<file path="config.mk">
export PLATFORM = sky130hd
export DESIGN_NAME = mpfe_cfg
export DESIGN_NICKNAME = d
export VERILOG_FILES = /design/src/rtl/mpfe_pkg.sv /design/src/rtl/mpfe_cfg.sv
export SDC_FILE = /design/constraint.sdc
export NUM_CORES = 1
export LEC_CHECK = 0
export ABC_AREA = 1
export BUFFER_PORTS_ARGS = -buffer_cell sky130_fd_sc_hd__buf_2
export CAP_MARGIN = 15
export CORE_MARGIN = 2
export CORE_UTILIZATION = 42
export DETAILED_ROUTE_END_ITERATION = 16
export GPL_TIMING_DRIVEN = 0
export PLACE_DENSITY = 0.87
export RECOVER_POWER = 100
export SLEW_MARGIN = 20
export SYNTH_ARGS = -nofsm -noshare
export SYNTH_HDL_FRONTEND = slang
export SYNTH_SLANG_ARGS = --single-unit
export TNS_END_PERCENT = 100
</file>
<file path="constraint.sdc">
create_clock -name clk -period 1.7 [get_ports clk]
set_clock_uncertainty 0.2 [all_clocks]
set_input_delay 0.085 -clock clk [delete_from_list [all_inputs] [get_ports clk]]
set_output_delay 0.085 -clock clk [all_outputs]
set_load 0.005 [all_outputs]
</file>
<file path="src/rtl/mpfe_pkg.sv">
// ----------------------------------------------------------------------------
// mpfe_pkg
// Shared types and constants of the monochrome page frame buffer engine.
// ----------------------------------------------------------------------------
`default_nettype none

package mpfe_pkg;

  localparam int MAX_WIDTH  = 256;
  localparam int MAX_HEIGHT = 64;
  localparam int FS_DEPTH   = MAX_WIDTH * MAX_HEIGHT / 8;
  localparam int ADDR_W     = $clog2(FS_DEPTH);

  // register indexes
  localparam logic REG_VP_WIDTH  = 1'b0;
  localparam logic REG_VP_HEIGHT = 1'b1;

  // operation codes on in_tuser
  localparam logic [2:0] FN_WRITE_PIXEL  = 3'd0;
  localparam logic [2:0] FN_INVERT_PIXEL = 3'd1;
  localparam logic [2:0] FN_READ_PIXEL   = 3'd2;
  localparam logic [2:0] FN_FILL_SPAN    = 3'd3;
  localparam logic [2:0] FN_INVERT_SPAN  = 3'd4;
  localparam logic [2:0] FN_COPY_SPAN    = 3'd5;
  localparam logic [2:0] FN_READ_BYTE    = 3'd6;
  localparam logic [2:0] FN_CLEAR_ALL    = 3'd7;

  typedef enum logic [2:0] {
    K_NOP,
    K_READ_PIXEL,
    K_READ_BYTE,
    K_MODIFY,
    K_CLEAR
  } mpfe_kind_t;

  typedef enum logic [1:0] {
    M_CLEAR,
    M_SET,
    M_INVERT,
    M_COPY
  } mpfe_mode_t;

  typedef struct packed {
    logic [8:0] eff_w;
    logic [6:0] eff_h;
  } mpfe_view_t;

  typedef struct packed {
    mpfe_kind_t        kind;
    mpfe_mode_t        mode;
    logic              status;
    logic              fill;
    logic [2:0]        dbit;
    logic [2:0]        sbit;
    logic [ADDR_W-1:0] dst_addr;
    logic [ADDR_W-1:0] src_addr;
    logic [ADDR_W-1:0] count;
  } mpfe_cmd_t;

endpackage

`default_nettype wire

</file>
<file path="src/rtl/mpfe_cfg.sv">
// ----------------------------------------------------------------------------
// mpfe_cfg
// Viewport registers on the APB-style port, with saturated effective view.
// ----------------------------------------------------------------------------
`default_nettype none

module mpfe_cfg
  import mpfe_pkg::*;
(
  input  wire logic        clk,
  input  wire logic        rst_n,
  input  wire logic        cfg_psel,
  input  wire logic        cfg_penable,
  input  wire logic        cfg_pwrite,
  input  wire logic [2:0]  cfg_paddr,
  input  wire logic [31:0] cfg_pwdata,
  output logic      [31:0] cfg_prdata,
  output logic             cfg_pready,
  output mpfe_view_t       view
);

  logic [8:0] vp_width_r;
  logic [6:0] vp_height_r;
  logic       wr_en;

  assign cfg_pready = 1'b1;
  assign wr_en      = cfg_psel & cfg_penable & cfg_pwrite & cfg_pready;

  always_ff @(posedge clk) begin
    if (!rst_n) begin
      vp_width_r  <= 9'd128;
      vp_height_r <= 7'd64;
    end else if (wr_en) begin
      case (cfg_paddr[2])
        REG_VP_WIDTH:  vp_width_r  <= cfg_pwdata[8:0];
        REG_VP_HEIGHT: vp_height_r <= cfg_pwdata[6:0];
        default: ;
      endcase
    end
  end

  always_comb begin
    case (cfg_paddr[2])
      REG_VP_WIDTH:  cfg_prdata = 32'(vp_width_r);
      REG_VP_HEIGHT: cfg_prdata = 32'(vp_height_r);
      default:       cfg_prdata = '0;
    endcase
  end

  assign view.eff_w = (vp_width_r > 9'(MAX_WIDTH)) ? 9'(MAX_WIDTH) : vp_width_r;
  assign view.eff_h = (vp_height_r > 7'(MAX_HEIGHT)) ? 7'(MAX_HEIGHT) : vp_height_r;

endmodule

`default_nettype wire

</file>
## Yosys cells after proc, flatten, opt, wreduce, memory -nomap -nowiden

Cells that the tools add are included.

- Logic and storage cells: 12
- Register bits after elaboration: 16

- Reduce and logical (&&, ||, !) cells: 2
- Bitwise operators: 3
- Muxes and demuxes: 3
- $lt $le $gt $ge: 2

Operators with widths:

| kind | number |
|---|---|
| one-hot mux 32 bit (2 select lines) | 1 |
| > comparator 9 bit (second input constant) | 1 |
| 2-to-1 mux 9 bit | 1 |
| > comparator 7 bit (second input constant) | 1 |
| 2-to-1 mux 7 bit | 1 |
| AND reduction 2 bit | 2 |
| bitwise AND 1 bit | 2 |
| NOT 1 bit | 1 |

## Longest topological paths before layout

- Depth after elaboration: 3
- Mapped depth: 7
- Mapped depth without buffers: 5

## Worst setup path after synthesis

No wires, ideal clock.

- Path kind: flip-flop to output port
- Start: reg vp_width_r[6]
- End: out view[10] (netlist bit)
- Stages on the path, launching flop included: 6
- Path slack: 584 ps
- Required time: 1,415 ps
- Arrival: 831 ps
- Path through: dfxtp_1 -> nor2_1 -> nand2_1 -> nor2_1 -> nor2_1 -> nor2_1

RTL lines:

| what | RTL line | source |
|---|---|---|
| from (decl) | mpfe_cfg.sv:22 | `logic [8:0] vp_width_r;` |
| from (signal assigned) | mpfe_cfg.sv:35 | `REG_VP_WIDTH: vp_width_r <= cfg_pwdata[8:0];` |
| to (decl) | mpfe_cfg.sv:19 | `output mpfe_view_t view` |

==> results by stage <==
Logic synthesis:
- The number of warnings printed during yosys synthesis is 0.
- The number of storage elements in the synthesis netlist is 16.
- The area share of the largest cell type after synthesis is 28.64%.
- The share of the Yosys chip area taken by registers is 28.64%.
- Yosys mapped the design onto 16 distinct sky130hd cell types.
- A synthesized cell averages 6.112 sq um.
- The post-synthesis instance area is 0.001119 sq mm.
- The cell type contributing the most total cell area after synthesis is sky130_fd_sc_hd__dfxtp_1.
- The cell count after synthesis came out at 183.
- After synthesis, the cell types taking the most area are sky130_fd_sc_hd__dfxtp_1 (29%), sky130_fd_sc_hd__nor2_1 (18%), sky130_fd_sc_hd__buf_4 (16%).

Pwr:
- VDD sags by at most 0.0004657 V.
- The power density of the placed cells is 545.3 mW/mm^2.
- Total power for the finished layout comes to 0.8734 mW.
- The leakage dissipation is 0.8493 nW.

Layout:
- The synthesis-to-layout area growth is 43.18%.
- The share of final-layout standard cells stronger than drive strength 1 is 23.95%.
- The final layout contains 304 nets.
- The number of fillers in the final layout is 239.
- The number of antenna diodes in the final layout is 0.

Clocking:
- The H-tree depth reported by CTS is 1.
- The tree is rooted in a sky130_fd_sc_hd__clkbuf_4.
- Post-CTS timing repair inserted 0 buffers for setup.
- TritonCTS created 3 clock buffers.
- The clock insertion delay at the later pin of the skew report is 0.29 ns.
- The number of buffers on the longest clock path is 2.
- The CTS tree is yes.
- The clock transition at the register clock pins on the worst setup and hold paths after CTS is 0.10 ns.
- The clock sink total is 16.

Place:
- The count of buffers added on input and output ports is 37.
- Once detailed placement completed, the half-perimeter wirelength came to 1.907 mm.
- Routability-driven placement finished with a final weighted congestion of 0.7694.

Detailed routing:
- The detailed-route vias per instance is 4.096.
- In the final routed layout, each cell accounts on average for 9.502 um.
- The overall routed net length is 2.784 mm.
- The via count of the routed design is 1200.
- In the routed design, unresolved DRC markers number 0.
- The first-pass iteration count of the detailed router is 4.
- The detailed router finished its first iteration with 43 violations.
- The remaining antenna violation count after routing is 0.

Worst setup path:
- Tracing the worst setup path back leads to its startpoint at vp_width_r[6]$_SDFFE_PN0P_.
- In this run the critical register-to-register path is launched from vp_height_r[6]$_SDFFE_PN1P_.
- The worst setup path is launched from a register.
- In this run the register-to-register setup slack is 0.25 ns.
- For the worst setup path, the data required time is 1.41 ns.
- The worst setup path is of the reg -> out kind.
- The worst setup path is captured at a primary output.
- The highest net fanout along the worst path is 8.
- Data on the critical path arrives at its endpoint at 1.35 ns.

Die:
- The count of pins on the block boundary is 89.
- The core area is 0.002500 sq mm.
- The area of the die is 0.003092 sq mm.
- The die is 55.61 um tall.
- For this configuration, the core starts out at a cell density of 44.74%.
- The die span in x is 55.61 um.
- The number of rows in the core area is 18.

GRT:
- The first global-routing pass estimated 4.347 mm of wire.
- The number of global-route vias before repair was 1007.
- For this run the aggregate overflow at the end of global routing stands at 0.
- Global routing used 17.45% of the available tracks.
- The largest net degree at the start of global routing is 11.
- The initial antenna violation count is 0.

Flow run:
- The tool flagged a number of max-cap violations equal to 0.

STA:
- The time the final worst path needs with I/O delays and setup is 1.632 ns.
- The final count of pins violating max slew is 0.
- Based on the critical path, the design can be clocked at up to 612.6 MHz.
- The number of setup violations in the final report is 0.
- The share of the cycle needed by the critical path after routing is 96.02%.
- The number of failing hold endpoints at the final stage came to 0.
- The tightest hold path in the finished design has a slack of 0.005603 ns.

Hold path:
- The startpoint identified for the worst hold timing path is cfg_paddr[2].
- The worst hold path class is in -> reg.

Outcome:
- The flow ran to the end, and the final reports show no timing, DRC or antenna violations.
[flip-flops by register name, indices dropped and copies added (netlist names)]
name         cells
vp_height_r      7
vp_width_r       9
[per-layer routing]
metal | GRT usage, % | share of wire, % | vias up
li1 | - | - | 644
met1 | 19.97 | 41 | 486
met2 | 30.78 | 50 | 68
met3 | 3.721 | 8.9 | 2
met4 | 8.014 | 0.50 | 0
met5 | 0 | 0 | -
[through the flow]
stage	util [%]	TNS (ns)	instance area, sq um	setup slack (ns)	cells
after floorplan	-	0	1201	0.5840	205
after global placement	56.96	0	1424	0.3095	272
after detailed placement	56.96	0	1424	0.2858	272
after CTS	65.32	0	1633	0.03014	293
after global routing	64.06	-0.04643	1602	-0.03662	293
final	64.06	0	1602	0.06766	293
[path summary, 6_finish.rpt]
check	endpoint	cells past startpoint
worst max register to register	vp_height_r[6]$_SDFFE_PN1P_	3
worst min-delay path	vp_height_r[4]$_SDFFE_PN0P_	6
worst min register to register	vp_width_r[8]$_SDFFE_PN0P_	2
worst max-delay path	view[13]	6
[placed cells by master, fill, tap and decap left out, types with 2 or more instances in the layout]
cell type	n
sky130_fd_sc_hd__buf_4	24
sky130_fd_sc_hd__clkbuf_2	6
sky130_fd_sc_hd__buf_6	4
sky130_fd_sc_hd__nand3_1	4
sky130_fd_sc_hd__dlygate4sd3_1	17
sky130_fd_sc_hd__clkbuf_4	3
sky130_fd_sc_hd__o21ai_0	9
sky130_fd_sc_hd__inv_1	24
sky130_fd_sc_hd__clkbuf_1	12
sky130_fd_sc_hd__nor2_4	2
sky130_fd_sc_hd__dfxtp_1	16
sky130_fd_sc_hd__buf_2	22
sky130_fd_sc_hd__conb_1	24
sky130_fd_sc_hd__nor2_1	53
sky130_fd_sc_hd__nand2_1	40
[Yosys cell counts]
cell	count
sky130_fd_sc_hd__nand3_4	1
sky130_fd_sc_hd__inv_1	24
sky130_fd_sc_hd__dfxtp_1	16
sky130_fd_sc_hd__clkbuf_1	2
sky130_fd_sc_hd__conb_1	2
sky130_fd_sc_hd__nor2_1	53
sky130_fd_sc_hd__inv_4	1
sky130_fd_sc_hd__clkbuf_2	1
sky130_fd_sc_hd__nand3_1	3
sky130_fd_sc_hd__buf_4	24
sky130_fd_sc_hd__nor2_8	1
sky130_fd_sc_hd__nand2_1	40
sky130_fd_sc_hd__buf_2	2
sky130_fd_sc_hd__nor2_4	1
sky130_fd_sc_hd__o21ai_0	9
sky130_fd_sc_hd__buf_6	3
[power by group]
part,switching (mW),internal [mW],total [mW]
registers,0.0125,0.388,0.400
clock network,0.130,0.131,0.261
logic,0.0997,0.112,0.212
total,0.242,0.631,0.873
[critical path: stages (launching register included)]
cell and delay, ns:
sky130_fd_sc_hd__dfxtp_1 0.34, sky130_fd_sc_hd__nor2_1 0.11, sky130_fd_sc_hd__nand2_1 0.06, sky130_fd_sc_hd__nor2_1 0.20
sky130_fd_sc_hd__nor2_4 0.09, sky130_fd_sc_hd__nor2_1 0.13, sky130_fd_sc_hd__buf_2 0.13
[timing repair]
item,CTS,global route
hold buffers,17,0
hold endpoints to repair,16,0
gates resized for setup,1,4
gates cloned,0,0
endpoints found under the setup margin,8,10
[kinds of logic (layout without fill, tap and decap cells)]
logic type	Yosys count	in the layout	synth area share (%)
AOI/OAI and AO/OA	9	9	4.027
buffers and inverters	57	115	29.75
other	2	24	0.6714
and+or+nand+nor	99	99	36.91
DFF	16	16	28.64
[area by class of cell]
cell class / count / area [sq um] / share of cell area, %
multi-input cells: 132 / 526.8 / 32.89
repair buffers: 54 / 341.6 / 21.33
flip-flops and latches: 16 / 320.3 / 20.00
plain buffers: 32 / 242.7 / 15.16
inverters: 25 / 96.34 / 6.016
well taps: 30 / 37.54 / 2.344
clock buffers: 4 / 36.28 / 2.266
No activity file was read; power rests on OpenSTA's default activity.
