## config.mk

```make
export PLATFORM = sky130hd
export DESIGN_NAME = mpfe_front
export DESIGN_NICKNAME = d
export VERILOG_FILES = /design/src/rtl/mpfe_pkg.sv /design/src/rtl/mpfe_front.sv
export SDC_FILE = /design/constraint.sdc
export NUM_CORES = 1
export LEC_CHECK = 0
export BUFFER_PORTS_ARGS = -buffer_cell sky130_fd_sc_hd__buf_2
export CORE_MARGIN = 2
export CORE_UTILIZATION = 58
export DETAILED_ROUTE_END_ITERATION = 8
export GPL_TIMING_DRIVEN = 0
export PLACE_DENSITY = 0.85
export SETUP_SLACK_MARGIN = 0.5
export SLEW_MARGIN = 5
export SYNTH_ARGS = -nofsm -noshare
export SYNTH_HDL_FRONTEND = slang
export SYNTH_SLANG_ARGS = --single-unit
export TNS_END_PERCENT = 10
```

## constraint.sdc

```tcl
create_clock -name vclk -period 7.3
set_input_delay 1.095 -clock vclk [all_inputs]
set_output_delay 1.095 -clock vclk [all_outputs]
set_load 0.005 [all_outputs]
```

## src/rtl/mpfe_pkg.sv

```systemverilog
// ----------------------------------------------------------------------------
// mpfe_pkg
// Shared types and constants of the monochrome page frame buffer engine.
// ----------------------------------------------------------------------------
`default_nettype none

package mpfe_pkg;

  localparam int MAX_WIDTH  = 256;
  localparam int MAX_HEIGHT = 64;
  localparam int FS_DEPTH   = MAX_WIDTH * MAX_HEIGHT / 8;
  localparam int ADDR_W     = $clog2(FS_DEPTH);

  // register indexes
  localparam logic REG_VP_WIDTH  = 1'b0;
  localparam logic REG_VP_HEIGHT = 1'b1;

  // operation codes on in_tuser
  localparam logic [2:0] FN_WRITE_PIXEL  = 3'd0;
  localparam logic [2:0] FN_INVERT_PIXEL = 3'd1;
  localparam logic [2:0] FN_READ_PIXEL   = 3'd2;
  localparam logic [2:0] FN_FILL_SPAN    = 3'd3;
  localparam logic [2:0] FN_INVERT_SPAN  = 3'd4;
  localparam logic [2:0] FN_COPY_SPAN    = 3'd5;
  localparam logic [2:0] FN_READ_BYTE    = 3'd6;
  localparam logic [2:0] FN_CLEAR_ALL    = 3'd7;

  typedef enum logic [2:0] {
    K_NOP,
    K_READ_PIXEL,
    K_READ_BYTE,
    K_MODIFY,
    K_CLEAR
  } mpfe_kind_t;

  typedef enum logic [1:0] {
    M_CLEAR,
    M_SET,
    M_INVERT,
    M_COPY
  } mpfe_mode_t;

  typedef struct packed {
    logic [8:0] eff_w;
    logic [6:0] eff_h;
  } mpfe_view_t;

  typedef struct packed {
    mpfe_kind_t        kind;
    mpfe_mode_t        mode;
    logic              status;
    logic              fill;
    logic [2:0]        dbit;
    logic [2:0]        sbit;
    logic [ADDR_W-1:0] dst_addr;
    logic [ADDR_W-1:0] src_addr;
    logic [ADDR_W-1:0] count;
  } mpfe_cmd_t;

endpackage

`default_nettype wire

```

## src/rtl/mpfe_front.sv

```systemverilog
// ----------------------------------------------------------------------------
// mpfe_front
// Accepts input words, checks the viewport and turns each into a command.
// ----------------------------------------------------------------------------
`default_nettype none

module mpfe_front
  import mpfe_pkg::*;
(
  input  wire logic        in_tvalid,
  output logic             in_tready,
  input  wire logic [31:0] in_tdata,
  input  wire logic [2:0]  in_tuser,
  input  mpfe_view_t       view,
  input  wire logic        init_done,
  input  wire logic        q_full,
  output logic             q_push,
  output mpfe_cmd_t        q_cmd
);

  logic [7:0]  x_first;
  logic [7:0]  x_last;
  logic [5:0]  row;
  logic [5:0]  src_row;
  logic        color;
  logic [11:0] dst_off;
  logic [11:0] src_off;
  logic        pt_err;
  logic        span_empty;
  logic        span_err;
  logic        copy_err;
  logic [7:0]  h_plus;
  logic [12:0] clr_n;

  assign x_first = in_tdata[7:0];
  assign x_last  = in_tdata[15:8];
  assign row     = in_tdata[21:16];
  assign src_row = in_tdata[27:22];
  assign color   = in_tdata[28];

  assign in_tready = init_done & ~q_full;
  assign q_push    = in_tvalid & in_tready;

  assign dst_off = 12'(view.eff_w) * 12'(row[5:3]);
  assign src_off = 12'(view.eff_w) * 12'(src_row[5:3]);

  assign pt_err     = ({1'b0, x_first} >= view.eff_w) | ({1'b0, row} >= view.eff_h);
  assign span_empty = x_first > x_last;
  assign span_err   = ({1'b0, x_last} >= view.eff_w) | ({1'b0, row} >= view.eff_h);
  assign copy_err   = {1'b0, src_row} >= view.eff_h;

  assign h_plus = {1'b0, view.eff_h} + 8'd7;
  assign clr_n  = 13'(view.eff_w) * 13'(h_plus[6:3]);

  always_comb begin
    q_cmd          = '0;
    q_cmd.kind     = K_NOP;
    q_cmd.mode     = color ? M_SET : M_CLEAR;
    q_cmd.fill     = color;
    q_cmd.dbit     = row[2:0];
    q_cmd.sbit     = src_row[2:0];
    q_cmd.dst_addr = ADDR_W'(dst_off + 12'(x_first));
    q_cmd.src_addr = ADDR_W'(src_off + 12'(x_first));
    q_cmd.count    = ADDR_W'(x_last - x_first);
    case (in_tuser)
      FN_WRITE_PIXEL, FN_INVERT_PIXEL: begin
        q_cmd.count = '0;
        if (in_tuser == FN_INVERT_PIXEL) q_cmd.mode = M_INVERT;
        if (pt_err) q_cmd.status = 1'b1;
        else        q_cmd.kind   = K_MODIFY;
      end
      FN_READ_PIXEL, FN_READ_BYTE: begin
        if (pt_err) q_cmd.status = 1'b1;
        else        q_cmd.kind   = (in_tuser == FN_READ_PIXEL) ? K_READ_PIXEL : K_READ_BYTE;
      end
      FN_FILL_SPAN, FN_INVERT_SPAN, FN_COPY_SPAN: begin
        if (in_tuser == FN_INVERT_SPAN) q_cmd.mode = M_INVERT;
        if (in_tuser == FN_COPY_SPAN)   q_cmd.mode = M_COPY;
        if (!span_empty) begin
          if (span_err || (in_tuser == FN_COPY_SPAN && copy_err)) q_cmd.status = 1'b1;
          else                                                     q_cmd.kind   = K_MODIFY;
        end
      end
      FN_CLEAR_ALL: begin
        q_cmd.dst_addr = '0;
        q_cmd.count    = ADDR_W'(clr_n - 13'd1);
        if (clr_n != 13'd0) q_cmd.kind = K_CLEAR;
      end
      default: ;
    endcase
  end

endmodule

`default_nettype wire

```

* Yosys cells after proc, flatten, opt, wreduce, memory -nomap -nowiden *
Index checks and enable logic that the tools add are counted.

storage, ports and cells
  flip-flop bits (word level) = 0
  output and inout bits = 48
  logic and storage cells = 51

cells by class
  add/sub/neg operators = 5
  multiply operators = 3
  magnitude comparators = 5
  equality and inequality tests = 7
  mux-type cells = 18
  bitwise logic cells = 5
  reductions and logical operators = 8

operators with widths
  operator                                                               count
  11-bit by 8-bit adder with 11-bit output                               2
  9-bit by 3-bit multiplier with 11-bit output                           2
  11-bit case mux with 2 select lines                                    1
  8-bit by 9-bit >= comparator with 1-bit output                         2
  6-bit by 7-bit >= comparator with 1-bit output                         2
  2-bit 2-to-1 mux                                                       7
  9-bit by 4-bit multiplier with 13-bit output                           1
  13-bit nonzero test                                                    1
  3-bit equality test, second input constant                             4
  3-bit case mux with 4 select lines                                     1
  11-bit 2-to-1 mux                                                      1
  11-bit by 1-bit subtractor with 11-bit output, second input constant   1
  8-bit by 8-bit subtractor with 9-bit output                            1
  8-bit greater-than comparator                                          1
  7-bit by 3-bit adder with 7-bit output, second input constant          1
  3-bit by 2-bit equality test with 1-bit output, second input constant  2
  3-bit 2-to-1 mux                                                       2
  1-bit 2-to-1 mux                                                       4
  2-bit case mux with 2 select lines                                     1
  2-bit OR reduction                                                     2
  4-bit OR reduction                                                     1
  3-bit by 1-bit equality test with 1-bit output, second input constant  1
  3-bit logical NOT                                                      1
  3-bit OR reduction                                                     1
  other kinds (6)                                                        8

* Depth between registers and ports, before layout *
  depth in word-level cells = 6
  depth in mapped cells = 17
  mapped depth without buffers = 17

* Least setup slack after synthesis *
Ideal clock, no wire load.

  path kind = input to output
  start point = in view[2] (netlist bit)
  end point = out q_cmd[10] (netlist bit)
  arrival = 5.408 ns
  required time = 6.205 ns
  slack = 0.797 ns
  cell stages on the path = 17
  path buffers = 0
  cells stage by stage = nor3_1 nor2_1 nand3_1 xor2_1 nor2_1 fa_1 inv_1 fa_1 inv_1 ha_1 a211oi_2 nor2_1 xor2_1 or3_4 or3_4 or3_1 a31o_1

RTL lines
  what                RTL line          source
  start: declaration  mpfe_front.sv:14  input mpfe_view_t view,
  end: declaration    mpfe_front.sv:18  output mpfe_cmd_t q_cmd

==> results by group <==
Place
  • Placer Congestion: 0.942
  • Number of port buffers: 92
  • Setup slack at placement: 14.8 ps
  • Post-DP HPWL: 10000 um

Pwr
  • Sequential share of power: 0%
  • Sw Pwr: between 0.4 and 0.5 mW
  • Sw Ratio: 55.6%
  • Static leakage: between 2 and 3 nW
  • Internal: 0.329 mW
  • Clock network power share: 0%
  • Gate power share: 100.0%
  • Power per cell area: 146 nW/um2
  • Maximum vdd drop: 0.000119 V

Worst setup path
  • Max FO, Critical Path: 4
  • Crit start category: input port
  • Crit Path Class: input port to primary output
  • CP Capture Type: primary output
  • Top cell family by delay on the critical path: simple AND/OR/NAND/NOR gates
  • CP bufs+invs: 3
  • Cell Chain, Critical Path: buf_2 -> nor3_4 -> nor2_4 -> nand3_4 -> xor2_4 -> nand2b_4 -> fa_1 -> inv_1 -> fa_2 -> fa_2 -> a211oi_2 -> nor2_1 -> xor2_1 -> or3_4 -> or3_4 -> or3_1 -> a31o_1 -> buf_2
  • CP max stage cell: fa_1
  • Critical Path RT: between 6000 and 7000 ps
  • Critical path arrival: 5560 ps
  • CP max stage delay: 540 ps

Global route
  • Largest net degree at the start of global routing: 11
  • Number of global-route vias before repair: 4526
  • Total GRT Usage: 29.3%
  • Initial antenna violation count: 0
  • Global route overflow: 0
  • First-pass GRT wire length: 20200 um

Finish
  • Nets: approximately 860
  • Ratio of cells with drive above 1 in the final layout: 18.5%
  • Num sequential: 0
  • Register area: 0 um2
  • ANT cells: 0
  • Commonest cells after routing, fill and taps aside: buf_2, inv_1, ha_1
  • P&R area growth vs syn: 17.3%
  • Layout fillers: 586
  • Finished Core Util: 69.9%
  • Clock buffer count: 0
  • Most common cell after layout, fill and taps aside: buf_2

Logic synthesis
  • Cell taking the most area after synthesis: ha_1
  • Yosys Warn Count: 0
  • Register area share after synthesis: 0%
  • Mean Syn Cell Area: 7.44 um2
  • Post-synthesis net count: 762
  • Top-area cell type share of the netlist area: 24.3%
  • Syn Std Cell Area: 4330 um2
  • Post-Synthesis Cells: a little under 600
  • Synth cell types: 49
  • Synth top area cells: ha_1, fa_1, inv_1, nand2_1, xnor2_1

STA
  • Setup TNS: 0 ps
  • Unrepaired setup endpoints after global routing: false
  • Slew @ Worst Pin: ~1000 ps
  • Tmin final: 6660 ps
  • Number of setup violations in the final report: 0
  • Fin. max-slew vios: 0
  • F_max: between 150 and 200 MHz
  • Setup slack after layout: 640 ps
  • Max_slew headroom: a little under a third
  • Period utilization: about 91%
  • Final hold violations: 0

Hold path
  • Hold Path Depth: 3
  • Min-Delay Path Class: input port to primary output
  • Worst hold start: q_full
  • Hold Crit Endpoint: in_tready

Route
  • ANT nets after route: 0
  • DRC errors left: 0
  • Via count: 4524
  • Drt pass-1 iters: 5
  • Post-DR wirelength/cell: 15.7 um
  • Total Routed Length: roughly 12000 um
  • Initial drt markers: 251
  • Vias/cell: 5.84

Floorplan
  • FP Rows: 31
  • Chip Height: around 90 um
  • I/O pins: 102
  • Die width: 90.4 um
  • DIE AREA: 8160 um2
  • Core area: a little over 7000 um2
  • Initial cell density of the core: 59.6%

Status
  • Status: finished clean

Run
  • Maximum Capacitance Violations: 0
-- power by group through the flow --
stage | Sequential [mW] | Combinational, mW | Clock (mW)
6_report | 0 | 0.740 | 0
5_1_grt | 0 | 0.825 | 0
4_1_cts | 0 | 0.707 | 0
3_5_place_dp | 0 | 0.698 | 0
3_3_place_gp | 0 | 0.664 | 0
2_1_floorplan | 0 | 0.492 | 0
-- cell type report --
cell class / count / area, um2 / share of cell area [%]
buffer: 24 / 125 / 2.47
multi-input combinational: 470 / 4010 / 79.1
tap: 99 / 124 / 2.44
inverter: 87 / 327 / 6.44
timing repair buffer: 95 / 483 / 9.52
-- synthesized netlist by cell type (all sizes together), types with 3 or more instances --
cell / number
and2: 19
a21o: 15
nor2: 51
nand2: 66
or3: 4
clkbuf: 15
a21oi: 26
nand3: 6
o22ai: 6
nor3: 11
buf: 9
inv: 87
xnor2: 24
ha: 84
fa: 43
a211oi: 4
nand4b: 3
xor2: 15
o21ai: 30
and3: 4
nor2b: 11
o21bai: 3
o21a: 8
nand2b: 12
-- cell families after synthesis --
family,share of synthesized area [%]
AND/OR/NAND/NOR,21.4
adder cells (fa/ha/maj),44.2
buffers and inverters,10.4
AO/OA/AOI/OAI,15.8
XOR/XNOR,7.90
multiplexers,0.231
-- what timing repair did --
action                                  CTS  global route
gates resized for setup                   8            17
endpoints found under the setup margin    4             2
setup buffers                             1             2
hold buffers                              0             0
pin swaps                                 1            10
-- how the worst max path moves through the flow --
stage                       start        end  slack, ps  depth (start not counted)
after floorplan           view[2]  q_cmd[10]        800                         17
after global placement    view[2]  q_cmd[10]        100                         19
after detailed placement  view[2]  q_cmd[10]         10                         19
after CTS                 view[2]  q_cmd[10]        510                         18
after global routing      view[0]  q_cmd[10]        470                         19
final                     view[0]  q_cmd[10]        640                         18
-- per-layer routing --
layer  routed length [um]  vias to the layer above  GRT usage, %
li1                     -                     2102             -
met1                 4760                     2160          35.7
met2                 5920                      220          52.1
met3                  874                       42          3.09
met4                  572                        0          12.9
met5                    0                        -             0
-- worst min-delay path, stage by stage --
cell,delay (ps)
buf_2,70
nor2b_1,40
buf_2,120
-- metrics by stage --
stage | total power, mW | hold slack [ps] | cells | cell area, um2
finish | 0.740 | 2420 | 775 | 5070
global route | 0.825 | 2450 | 775 | 5070
CTS | 0.707 | 2420 | 773 | 4970
detailed placement | 0.698 | 2420 | 772 | 4910
global placement | 0.664 | 2410 | 772 | 4910
floorplan | 0.492 | 2230 | 581 | 4330
Note: power is estimated with default switching activity, not from simulation.
