### config.mk
export PLATFORM = sky130hd
export DESIGN_NAME = mpfe_cmd_fifo
export DESIGN_NICKNAME = d
export VERILOG_FILES = /design/src/rtl/mpfe_pkg.sv /design/src/rtl/mpfe_cmd_fifo.sv
export SDC_FILE = /design/constraint.sdc
export NUM_CORES = 1
export LEC_CHECK = 0
export BUFFER_PORTS_ARGS = -buffer_cell sky130_fd_sc_hd__buf_4
export CAP_MARGIN = 25
export CORE_MARGIN = 8
export CORE_UTILIZATION = 46
export CTS_CLUSTER_DIAMETER = 200
export CTS_CLUSTER_SIZE = 14
export DETAILED_ROUTE_END_ITERATION = 6
export PLACE_DENSITY = 0.74
export SETUP_SLACK_MARGIN = 0.2
export SYNTH_ARGS = -nofsm -noshare
export SYNTH_HDL_FRONTEND = slang
export SYNTH_SLANG_ARGS = --single-unit
### constraint.sdc
create_clock -name clk -period 3.12 [get_ports clk]
set_clock_uncertainty 0.05 [all_clocks]
set_input_delay 0.624 -clock clk [delete_from_list [all_inputs] [get_ports clk]]
set_output_delay 0.624 -clock clk [all_outputs]
set_load 0.01 [all_outputs]
### src/rtl/mpfe_pkg.sv
// ----------------------------------------------------------------------------
// mpfe_pkg
// Shared types and constants of the monochrome page frame buffer engine.
// ----------------------------------------------------------------------------
`default_nettype none

package mpfe_pkg;

  localparam int MAX_WIDTH  = 256;
  localparam int MAX_HEIGHT = 64;
  localparam int FS_DEPTH   = MAX_WIDTH * MAX_HEIGHT / 8;
  localparam int ADDR_W     = $clog2(FS_DEPTH);

  // register indexes
  localparam logic REG_VP_WIDTH  = 1'b0;
  localparam logic REG_VP_HEIGHT = 1'b1;

  // operation codes on in_tuser
  localparam logic [2:0] FN_WRITE_PIXEL  = 3'd0;
  localparam logic [2:0] FN_INVERT_PIXEL = 3'd1;
  localparam logic [2:0] FN_READ_PIXEL   = 3'd2;
  localparam logic [2:0] FN_FILL_SPAN    = 3'd3;
  localparam logic [2:0] FN_INVERT_SPAN  = 3'd4;
  localparam logic [2:0] FN_COPY_SPAN    = 3'd5;
  localparam logic [2:0] FN_READ_BYTE    = 3'd6;
  localparam logic [2:0] FN_CLEAR_ALL    = 3'd7;

  typedef enum logic [2:0] {
    K_NOP,
    K_READ_PIXEL,
    K_READ_BYTE,
    K_MODIFY,
    K_CLEAR
  } mpfe_kind_t;

  typedef enum logic [1:0] {
    M_CLEAR,
    M_SET,
    M_INVERT,
    M_COPY
  } mpfe_mode_t;

  typedef struct packed {
    logic [8:0] eff_w;
    logic [6:0] eff_h;
  } mpfe_view_t;

  typedef struct packed {
    mpfe_kind_t        kind;
    mpfe_mode_t        mode;
    logic              status;
    logic              fill;
    logic [2:0]        dbit;
    logic [2:0]        sbit;
    logic [ADDR_W-1:0] dst_addr;
    logic [ADDR_W-1:0] src_addr;
    logic [ADDR_W-1:0] count;
  } mpfe_cmd_t;

endpackage

`default_nettype wire

### src/rtl/mpfe_cmd_fifo.sv
// ----------------------------------------------------------------------------
// mpfe_cmd_fifo
// Two-entry command queue between front and back.
// ----------------------------------------------------------------------------
`default_nettype none

module mpfe_cmd_fifo
  import mpfe_pkg::*;
(
  input  wire logic clk,
  input  wire logic rst_n,
  input  wire logic push,
  input  mpfe_cmd_t push_cmd,
  output logic      full,
  input  wire logic pop,
  output mpfe_cmd_t head,
  output logic      empty
);

  mpfe_cmd_t  entry_r [2];
  logic       wr_ptr_r;
  logic       rd_ptr_r;
  logic [1:0] count_r;

  assign full  = count_r == 2'd2;
  assign empty = count_r == 2'd0;
  assign head  = entry_r[rd_ptr_r];

  always_ff @(posedge clk) begin
    if (push) entry_r[wr_ptr_r] <= push_cmd;
  end

  always_ff @(posedge clk) begin
    if (!rst_n) begin
      wr_ptr_r <= 1'b0;
      rd_ptr_r <= 1'b0;
      count_r  <= 2'd0;
    end else begin
      if (push) wr_ptr_r <= ~wr_ptr_r;
      if (pop)  rd_ptr_r <= ~rd_ptr_r;
      case ({push, pop})
        2'b10:   count_r <= count_r + 2'd1;
        2'b01:   count_r <= count_r - 2'd1;
        default: ;
      endcase
    end
  end

endmodule

`default_nettype wire

### Yosys cells after proc, flatten, opt, wreduce, memory -nomap -nowiden

Memory sizes are Yosys's and may differ from the RTL's. A register that Yosys moved wholly into a read port is not among the register bits.
Index checks and enable logic that the tools add are counted.

* add/subtract/negate cells: 2
* equality and inequality tests: 3
* mux-type cells: 5
* bitwise logic cells: 2
* reductions and logical operators: 2

Operator list (number)
* $eq 2x2->1 const B: 2
* $mux 1: 4
* $pmux 2 s2: 1
* $add 2x1->2 const B: 1
* $eq 2x1->1 const B: 1
* $logic_not 2->1: 1
* $not 1->1: 2
* $reduce_bool 2->1: 1
* $sub 2x1->2 const B: 1

* bits in registers: 4
* memory bits (writable): 92
* output and inout port bits: 48
* word-level logic and storage cells: 18
* memories kept: 1

Memories
* entry_r: words 2, width 46, read ports 1, clocked after memory_dff 1, wr ports 1, line mpfe_cmd_fifo.sv:20 `mpfe_cmd_t entry_r [2];`

### Logic depth before layout (Yosys ltp)

Gate-level depths: netlist of the first run.

* depth in word-level cells: 3
* mapped depth: 5
* mapped depth without buffers: 5

### Least setup slack after synthesis of the first run

OpenSTA, ideal clock, no wires.

* kind: in2reg
* start: in push
* end: mem entry_r[0][0] (netlist name) (enable)
* library setup time: 0.452 ns
* data arrival time: 2.645 ns
* required time: 2.618 ns
* path slack: -0.027 ns
* cell stages on the path: 2
* cell sequence: inv_1 > nor2_1

* word-level cells in the longest chain between the ends: 2

RTL lines
* start, declared: line mpfe_cmd_fifo.sv:12 `input wire logic push,`
* $mux 1: line mpfe_cmd_fifo.sv:30 `if (push) entry_r[wr_ptr_r] <= push_cmd;`
* $mux 1 (implied by the code): line mpfe_cmd_fifo.sv:30
* end, declared: line mpfe_cmd_fifo.sv:20

Every way passes these cells.

==> results.yml, run 1 <==
setup_path:
  critPathKind: "reg -> out"
  end_kind: "output pin"
  crit_fanout: 25
  cp.arrival_ps: 1830
  critPathLaunchType: "flip-flop"
  required_ps: 2450
final_layout:
  final.fill_count: 563
  nNetsFinal: 323
  final_util_pct: 61.6
  post-route-cell-area_um2: 4660
  ff_latch_area_um2: 2860
  layout_common_cells: "buf_4, edfxtp_1, mux2_2"
  multiInputGateArea_um2: 639
  syn_to_final_growth_pct: 31.9
  drive_gt1_share_pct: 59.9
  antenna_cells: 0
  layout_commonest_cell: "buf_4"
logic_synthesis:
  syn_avg_cell_area_um2: 21.4
  synthDistinctLibCells: 17
  yosysSeqAreaShare_pct: 81.0
  netlist_area_um2: 3530
  synth_cells: 165
  syn-num-nets: 216
  synth_seq_cells: 97
  ys_warn_count: 0
pwr:
  p_sw_w: 0.000589
  p_clk_share_pct: 33.6
  p_int_w: 0.00223
  p_total_w: 0.00282
  pwr-share-comb_pct: 12.2
  pwr-share-seq_pct: 54.2
  power_density_nw_per_um2: 606
  peakVddDrop_mv: 0.327
  p_leak_nw: 1.75
  switching_share_pct: 20.9
clocking:
  clock-sinks: 97
  clock_latency_ps: 340
  h-tree-depth: 3
  cts_buffers: 9
  root_buffer: "clkbuf_8"
  postCtsSetupRepairBufs: 0
  clk_pin_slew_ps: 90
  cts_resized: 0
  cts_hold_buffers: 0
  cts_tree: "yes"
  cts_buffer_depth: 2
floorplanning:
  io_pins: 98
  die_w_um: 104
  core_um2: 7570
  fp.dieH_um: 104
  std_cell_rows: 32
  start_util_pct: 46.7
  die_area_um2: 10700
sta:
  tns_ps: 0
  hold_viol_final: 0
  fmax_mhz: 399
  rsz0062_at_grt: "no"
  period_share_pct: 80.2
  finalCriticalPeriod_ps: 2500
  worst-slew-pin-transition_ps: 696
  slew_violations: 0
  setup_viol: 0
  slew_headroom_pct: 53.6
drt:
  ant_nets: 0
  drtIter0Drc: 49
  viasPerCell: 4.80
  first_pass_iters: 4
  via_count: 1820
  wl_per_cell_um: 16.8
  drc_errors: 0
  wl_um: 6360
run_status:
  status: "finished, final reports clean"
run:
  cap_violations: 0
global_routing:
  grt_first_pass_wirelength_um: 10200
  antenna_found_initial: 0
  track_usage_pct: 12.1
  grt_pass1_vias: 2056
  grt_overflow: 0
  grt_max_degree: 30
placed_design:
  dp_hpwl_um: 4370
  placed_area_um2: 4420
  gp_congestion: 0.691
  port_buffers: 97
worst_hold_path:
  hp-class: "in -> reg"
==> power by group through the flow <==
stage          clock network [W]  registers (W)  logic, W
3_5_place_dp                   0        0.00156  0.000352
4_1_cts                 0.000977        0.00153  0.000354
5_1_grt                  0.00101        0.00154  0.000375
2_1_floorplan                  0        0.00154  0.000175
3_3_place_gp                   0        0.00156  0.000349
6_report                0.000948        0.00153  0.000346
==> cells by family (layout without fill, tap and decap cells) <==
group	count (synthesis)	in the layout	share of synthesized area [%]
AOI/OAI and AO/OA	3	3	0.567
xor gates and xnor gates	3	3	0.744
adders and majority gates	1	1	0.354
buffers and inverters	6	118	1.10
DFF	97	97	81.0
muxes	46	46	14.7
and+or+nand+nor	9	9	1.52
==> worst max-delay path: stages, from the launching register on <==
cell and delay, ps:
dfxtp_2 690, buf_12 260, mux2_2 370, buf_4 150
==> path summary, 6_finish.rpt <==
path / start / endpoint / slack (ps) / cells after the start
setup / recovery: flip-flop / head[45] / 620 / 3
hold / removal: push_cmd[37] / entry_r[1][37] / 410 / 1
setup reg to reg: wr_ptr_r / entry_r[1][13] / 1430 / 2
hold reg to reg: count_r[1] / count_r[1] / 460 / 2
==> sequential cells by signal (all words and copies together) (netlist names), named ones only <==
name      flops
wr_ptr_r      1
entry_r      92
count_r       2
rd_ptr_r      1
==> area by class of cell <==
cell class	instances	share of cell area [%]
Clock buffer	9	2.66
Multi-Input combinational cell	62	13.7
Tap cell	102	2.74
Clock inverter	7	2.50
Timing Repair Buffer	101	16.8
Sequential cell	97	61.5
Inverter	1	0.0806
==> per-stage QoR <==
stage / hold WS, ps / std cells / setup slack, ps
after floorplan: 416 / 165 / 778
after global placement: 430 / 363 / 961
after detailed placement: 444 / 363 / 965
after CTS: 383 / 379 / 566
after global routing: 379 / 379 / 488
final: 406 / 379 / 616
==> synth_stat cells <==
| cell | number | area (µm²) |
|---|---|---|
| nor2b_1 | 1 | 6.26 |
| a21boi_1 | 1 | 7.51 |
| and2_1 | 4 | 25.0 |
| ha_1 | 1 | 12.5 |
| buf_4 | 4 | 30.0 |
| or3_1 | 1 | 6.26 |
| dfxtp_1 | 5 | 100 |
| buf_2 | 1 | 5.00 |
| mux2_2 | 46 | 518 |
| nor2_1 | 2 | 7.51 |
| edfxtp_1 | 92 | 2760 |
| o21a_1 | 1 | 7.51 |
| xnor2_1 | 2 | 17.5 |
| o21ai_0 | 1 | 5.00 |
| inv_1 | 1 | 3.75 |
| xor2_1 | 1 | 8.76 |
| and2b_2 | 1 | 8.76 |
==> layer usage <==
metal  track usage (%)  share of wire [%]  up-vias
met5                 0                  0        -
met4              6.09                1.8        0
met3              4.46                7.4       12
met2              19.9                 50       59
met1              13.5                 40      895
li1                  -                  -      854
No activity file was read; power rests on OpenSTA's default activity.
==> inputs of run 2 (changes only) <==
clock period = 2.1 ns   (was 3.12 ns; I/O delays follow)
==> run 2 against run 1 <==
Compared with the run above: wire length is 4.1% higher; cell count is 0.79% higher; clock power grew 46%; register-to-register slack worse by 720 ps; core utilization grew 0.81 points; sequential power grew 48%; design area up 1.3%; sequential share of layout area is 0.75 points lower; sequential cell count unchanged; worst hold slack worse by 210 ps; first-iteration DRC count is 120% higher; clock-buffer cell count up 1; critical path type unchanged; largest cell class unchanged.
==> results.yml, run 2 (synthesized netlist as in run 1, its figures left out) <==
placed_design:
  gp_congestion: 0.652
  port_buffers: 97
  dp_hpwl_um: 4460
  dp_slack_ps: 515
  placed_area_um2: 4450
setup_path:
  cp.arrival_ps: 1430
  critPathLaunchType: "flip-flop"
  required_ps: 1630
  end_kind: "output pin"
  critPathKind: "reg -> out"
  crit_fanout: 15
final_layout:
  layout_commonest_cell: "buf_4"
  syn_to_final_growth_pct: 33.6
  final_util_pct: 62.4
  layout_common_cells: "buf_4, edfxtp_1, mux2_2"
  antenna_cells: 0
  ff_latch_area_um2: 2870
  nNetsFinal: 326
  final.fill_count: 555
  multiInputGateArea_um2: 639
  largest_register: "entry_r"
  drive_gt1_share_pct: 60.0
  top_regs: "entry_r (92), count_r (2)"
  largest_reg_flops: 92
  post-route-cell-area_um2: 4720
pwr:
  p_leak_nw: 1.77
  power_density_nw_per_um2: 888
  peakVddDrop_mv: 0.423
sta:
  rsz0062_at_grt: "yes"
  finalCriticalPeriod_ps: 1900
  worst-slew-pin-transition_ps: 456
  slew_headroom_pct: 69.6
  tns_ps: 0
  slew_violations: 0
  setup_ws_ps: 197
  setup_viol: 0
  timing.hold.ws_ps: 199
  period_share_pct: 90.6
  hold_viol_final: 0
  fmax_mhz: 526
clocking:
  clock-sinks: 97
  clock_latency_ps: 340
  clk_pin_slew_ps: 90
  h-tree-depth: 3
  cts_hold_buffers: 0
  cts_buffer_depth: 2
  cts_buffers: 9
  root_buffer: "clkbuf_8"
  cts_tree: "yes"
drt:
  viasPerCell: 4.77
  drtIter0Drc: 109
  ant_nets: 0
  drc_errors: 0
  wl_um: 6620
  via_count: 1822
  wl_per_cell_um: 17.3
  first_pass_iters: 4
floorplanning:
  start_util_pct: 46.7
  io_pins: 98
  die_w_um: 104
  fp.dieH_um: 104
  std_cell_rows: 32
  core_um2: 7570
  die_area_um2: 10700
global_routing:
  grt_first_pass_wirelength_um: 10200
  grt_overflow: 0
  grt_pass1_vias: 1996
  antenna_found_initial: 0
  track_usage_pct: 12.1
  grt_max_degree: 34
run:
  cap_violations: 0
run_status:
  status: "finished, final reports clean"
worst_hold_path:
  hp-class: "in -> reg"
## run 2: changes by cell type in the layout (fill, tap and decap cells not counted), sizes merged
cell and change:
inv -2, buf +2, clkinvlp +1, clkbuf +2
## run 2: power breakdown
group / switching [W] / internal, W
clock: 0.000598 / 0.000786
combinational: 0.000236 / 0.000314
sequential: 0.0000301 / 0.00223
total: 0.000864 / 0.00333
## run 2: path summary, 6_finish.rpt
kind                startpoint             end  slack, ps  depth (start not counted)
hold / removal    push_cmd[20]  entry_r[1][20]        200                          1
setup / recovery     flip-flop        head[25]        200                          3
hold reg to reg     count_r[1]      count_r[1]        460                          2
setup reg to reg      wr_ptr_r   entry_r[1][4]        710                          2
## run 2: final cells by class
cell class              instances  share of cell area [%]
flip-flops and latches         97                    60.7
well taps                     102                    2.70
multi-input cells              62                    13.5
clock buffers                  10                    2.70
inverters                       1                  0.0795
repair buffers                104                    18.0
clock inverters                 6                    2.25
## run 2: worst max-delay path, cell delays in order (launching register included)
cell and delay, ps:
dfxtp_4 400, clkbuf_16 190, mux2_2 350, buf_4 140
## run 2: metrics by stage
stage	total power, W	instances
2_1_floorplan	0.00255	165
3_3_place_gp	0.00283	365
3_5_place_dp	0.00285	365
4_1_cts	0.00422	381
5_1_grt	0.00435	382
6_report	0.00419	382
## run 2: per-layer routing
metal,up-vias,track usage [%],wire length (µm)
li1,858,-,-
met1,897,13.4,2660
met2,62,19.9,3420
met3,5,5.39,494
met4,0,5.04,46
met5,-,0,0
## run 2: what timing repair did
action,4_1_cts,5_1_grt
resized for setup,1,3
setup buffers,0,0
endpoints found under the setup margin,36,46
gates cloned,0,1
